--- src/hw/rtl/upr_pkg.sv ---
// Shared types, codes and constants of the UDP port receive queues.
package upr_pkg;

  localparam int unsigned PORT_SLOTS_DEF = 64;
  localparam int unsigned RING_DEPTH_DEF = 16;

  localparam logic [12:0] HDR_LEN     = 13'd42;
  localparam logic [16:0] IP_UDP_BASE = 17'd34;
  localparam logic [7:0]  PROTO_UDP   = 8'd17;

  typedef enum logic [1:0] {
    OP_BIND    = 2'd0,
    OP_UNBIND  = 2'd1,
    OP_DELIVER = 2'd2,
    OP_RECEIVE = 2'd3
  } opcode_t;

  typedef enum logic [2:0] {
    ST_OK         = 3'd0,
    ST_BAD_PORT   = 3'd1,
    ST_BOUND      = 3'd2,
    ST_UNBOUND    = 3'd3,
    ST_NOT_UDP    = 3'd4,
    ST_FULL       = 3'd5,
    ST_EMPTY_FRM  = 3'd6,
    ST_RING_EMPTY = 3'd7
  } status_t;

  typedef struct packed {
    opcode_t     opcode;
    logic [15:0] port;
    logic [31:0] frame_handle;
    logic [12:0] frame_length;
    logic [7:0]  ip_protocol;
    logic [15:0] udp_length;
    logic [31:0] source_ip;
    logic [15:0] source_port;
    logic [12:0] max_length;
  } req_t;

  typedef struct packed {
    status_t     status;
    logic [31:0] out_handle;
    logic        release_handle;
    logic [31:0] out_source_ip;
    logic [15:0] out_source_port;
    logic [16:0] payload_offset;
    logic [12:0] byte_count;
  } rsp_t;

  // Commands from the controller to the datapath.
  typedef struct packed {
    logic clr_step;
    logic accept;
    logic desc_rd;
    logic finish_lookup;
    logic finish_desc;
  } cmd_t;

  // Status from the datapath to the controller.
  typedef struct packed {
    logic clr_last;
    logic need_desc;
    logic out_free;
  } sts_t;

endpackage

--- src/hw/rtl/upr_ctrl.sv ---
// Controller state machine of the UDP port receive queues.
module upr_ctrl import upr_pkg::*; (
  input  logic clk,
  input  logic rst,
  input  logic req_valid,
  output logic req_ready,
  output cmd_t cmd,
  input  sts_t sts
);

  typedef enum logic [1:0] {
    S_CLEAR,
    S_IDLE,
    S_LOOKUP,
    S_DESC
  } state_t;

  state_t state;
  state_t state_next;

  always_comb begin
    cmd        = '0;
    req_ready  = 1'b0;
    state_next = state;
    unique case (state)
      S_CLEAR: begin
        cmd.clr_step = 1'b1;
        if (sts.clr_last) state_next = S_IDLE;
      end
      S_IDLE: begin
        req_ready  = 1'b1;
        cmd.accept = req_valid;
        if (req_valid) state_next = S_LOOKUP;
      end
      S_LOOKUP: begin
        priority if (sts.need_desc) begin
          cmd.desc_rd = 1'b1;
          state_next  = S_DESC;
        end else if (sts.out_free) begin
          cmd.finish_lookup = 1'b1;
          state_next        = S_IDLE;
        end else begin
          // The output register is still held, so the result waits here.
          state_next = S_LOOKUP;
        end
      end
      S_DESC: begin
        if (sts.out_free) begin
          cmd.finish_desc = 1'b1;
          state_next      = S_IDLE;
        end
      end
      default: state_next = S_CLEAR;
    endcase
  end

  always_ff @(posedge clk) begin
    if (rst) begin
      state <= S_CLEAR;
    end else begin
      state <= state_next;
    end
  end

  // A word taken in always leads to a table lookup.
  a_accept_lookup: assert property (@(posedge clk) disable iff (rst)
    (req_valid && req_ready) |=> (state == S_LOOKUP))
    else $error("accepted word not followed by lookup");

  // A result is never written while the output register is still held.
  a_finish_free: assert property (@(posedge clk) disable iff (rst)
    (cmd.finish_lookup || cmd.finish_desc) |-> sts.out_free)
    else $error("result written over a pending word");

  // A descriptor read always ends in a descriptor finish state.
  a_desc_path: assert property (@(posedge clk) disable iff (rst)
    cmd.desc_rd |=> (state == S_DESC))
    else $error("descriptor read without descriptor stage");

endmodule

--- config.mk ---
export PLATFORM = sky130hd
export DESIGN_NAME = upr_ctrl
export DESIGN_NICKNAME = d
export VERILOG_FILES = /design/src/hw/rtl/upr_pkg.sv /design/src/hw/rtl/upr_ctrl.sv
export SDC_FILE = /design/constraint.sdc
export NUM_CORES = 1
export LEC_CHECK = 0
export ABC_AREA = 1
export BUFFER_PORTS_ARGS = -buffer_cell sky130_fd_sc_hd__clkbuf_2
export CAP_MARGIN = 20
export CORE_AREA = 3 3 40 42
export DETAILED_ROUTE_END_ITERATION = 7
export DIE_AREA = 0 0 43 45
export PLACE_DENSITY_LB_ADDON = 0.05
export SYNTH_ARGS = -nofsm -noshare
export SYNTH_HDL_FRONTEND = slang
export SYNTH_SLANG_ARGS = --single-unit
--- constraint.sdc ---
create_clock -name clk -period 1.2 [get_ports clk]
set_input_delay 0.24 -clock clk [delete_from_list [all_inputs] [get_ports clk]]
set_output_delay 0.24 -clock clk [all_outputs]
set_load 0.1 [all_outputs]
==> results_dict.tcl <==
set metrics [dict create \
    clk_pin_slew_worst_paths_ps 30 \
    via_per_inst 3.865 \
    worstRegToRegCells 8 \
    startpoint_type "flip-flop" \
    dp_hpwl_um 516.8 \
    synth.area.mux_share 0 \
    dieArea_sq_mm 0.001935 \
    syn-mean-instance-area_sq_um 6.096 \
    yosysTopAreaCell "ha_1" \
    start_util 0.1850 \
    synth_cell_types 11 \
    layout_setup_ws_ps -176.6 \
    max_cap_viol_count 0 \
    drtIter0Drc 2 \
    cts.sinks 2 \
    rsz0062_at_grt "true" \
    core_sq_mm 0.001285 \
    slowest_delay_ps 350 \
    antenna_found_initial 0 \
    crit_arrival_ps 1140 \
    r2r-start "state[0]$_SDFFE_PP0P_" \
    synthAdderAreaFrac 0.2105 \
    synthToLayoutAreaGrowth_pct 138.9 \
    cts_inserted_buffers 3 \
    finish.utilization 0.4421 \
    grt_use_met1 0.09091 \
    ant_nets 0 \
    worst_hold_startpoint "rst" \
    die_y_um 45 \
    busiest_layer "met2" \
    syn-num-nets 49 \
    violations "setup timing" \
    status "complete, but fails checks" \
    regToRegEndpoint "state[1]$_SDFFE_PP0P_" \
    synth_top_family_by_area "simple AND/OR/NAND/NOR gates" \
    grt_start_max_net_pins 5 \
    place_worst_setup_slack_ps -62.50 \
    relSlewSlack 0.9099 \
    critPathKind "reg2out" \
    path_delay_family "flip-flops" \
    syn_inst 39 \
    wl_per_cell_um 8.122 \
    regMostFlops "state" \
    cts_hold_buf 0 \
    netlist_area_sq_um 237.7 \
    post-route-min-period_ps 1377 \
    io_pins 12 \
    cts_tree "built" \
    mostFrequentLayoutCell "buf_12" \
    yosys_warnings 0 \
    worstMarginPinSlew_ps 133.7 \
    use_met2 0.1108 \
    gp_congestion 0.7946 \
    setup_violations 8 \
    diodes 0 \
    synth_xor_area_frac 0 \
    numPortBuffers 11 \
    cp.buffers_inverters 3 \
    hp-class "in2reg" \
    ff2ff_setup_slack_ps -60 \
    largest_register_ffs 2 \
    synth_top_cell_area_share 0.2105 \
    synth.ff_latch_count 2 \
    crit_required_ps 960 \
    path_max_fanout 3 \
    cts_root_buffer "clkbuf_4" \
    final_nets 71 \
    whs_endpoint "state[0]$_SDFFE_PP0P_" \
    path_cells "inv_2 > ha_4 > nand2_4 > clkinvlp_4 > buf_12" \
    rows 13 \
    remaining_drc_errors 0 \
    fillers 123 \
    clock_skew_ps 2.397 \
    reg.largest.list "state (2)" \
    synth_compound_area_frac 0.02105 \
    cts_buffer_depth 2 \
    drive_above_1_share 0.6949 \
    slew_viol_final 0 \
    end_kind "output pin" \
    final_cell_mix "buf_12, nand2_1, nor2_1, clkbuf_2" \
    synthSimpleGateAreaFrac 0.4421 \
    wirelength_um 601 \
    die_w_um 43 \
    use_met3 0.02789 \
    grt_pass1_vias 261 \
    fmax_mhz 726.4 \
    route.vias.total 286 \
    hold_depth 4 \
    seq_area_frac_synth 0.1684 \
    synth_area_leaders "ha_1, dfxtp_1, nand2_1" \
    critPathSlowestCell "dfxtp_4" \
    clk_latency_ps 220 \
    period_share 1.147 \
    grt_pass1_wl_um 1083 \
    grt-ovfl-total 0 \
    hold_viol_final 0 \
    grt_use_total 0.07558 \
    first_pass_iters 2 \
    htree_levels 1 \
]
metal layers:
metal | wire length [um] | up-vias
met5 | 0 | -
met1 | 246 | 121
met3 | 47 | 2
met2 | 297 | 9
met4 | 10 | 0
li1 | - | 154
Yosys cell counts, drive strengths merged:
master / n
dfxtp: 2
ha: 4
inv: 10
nand2: 12
nand3: 2
nor2: 7
o21ai: 1
or2: 1
through the flow:
| step | hold slack, ps | cell area, sq um | TNS [ps] | cells |
|---|---|---|---|---|
| 2_1_floorplan | 387.8 | 279.0 | -1092 | 39 |
| 3_3_place_gp | 484.4 | 465.4 | -40.58 | 68 |
| 3_5_place_dp | 488.8 | 465.4 | -109.5 | 68 |
| 4_1_cts | 252.4 | 555.5 | -1120 | 73 |
| 5_1_grt | 253.4 | 568.0 | -1513 | 74 |
| 6_report | 256.3 | 568.0 | -1061 | 74 |
how the worst max path moves through the flow:
stage,endpoint,start,cells past startpoint
2_1_floorplan,cmd[3],state[1]$_SDFFE_PP0P_,4
3_3_place_gp,cmd[2],state[0]$_SDFFE_PP0P_,5
3_5_place_dp,cmd[2],state[0]$_SDFFE_PP0P_,5
4_1_cts,cmd[1],state[0]$_SDFFE_PP0P_,5
5_1_grt,cmd[0],state[0]$_SDFFE_PP0P_,4
6_report,cmd[3],state[1]$_SDFFE_PP0P_,5
area by class of cell:
class	instances	area, sq um	area share
clock buffer	3	22.52	0.03965
inverter	10	48.80	0.08590
multi-input combinational	27	235.2	0.4141
sequential	2	45.04	0.07930
tap	15	18.77	0.03304
timing repair buffer	17	197.7	0.3480
cells by family (layout without fill, tap and decap cells):
kind of cell,Yosys count,in the layout
simple gates,22,22
fa+ha+maj,4,4
compound gates,1,1
flops,2,2
buf+inv,10,30
worst reg2reg max path: stages (launching register included):
cell	delay [ps]
dfxtp_2	340
inv_2	60
buf_4	140
ha_4	160
buf_4	130
nand2_2	70
nand3_4	80
nor2_1	110
nor2_1	50
what timing repair did:
item | 4_1_cts | 5_1_grt
gates resized for setup | 12 | 2
endpoints found under the hold margin | 0 | 0
setup endpoints to repair | 7 | 8
buffers inserted | 2 | 1
gates cloned | 0 | 0
pin swaps | 6 | 6
Power is not shown: default switching activity piles up to over one toggle a cycle in this logic, so the estimate is an artifact.
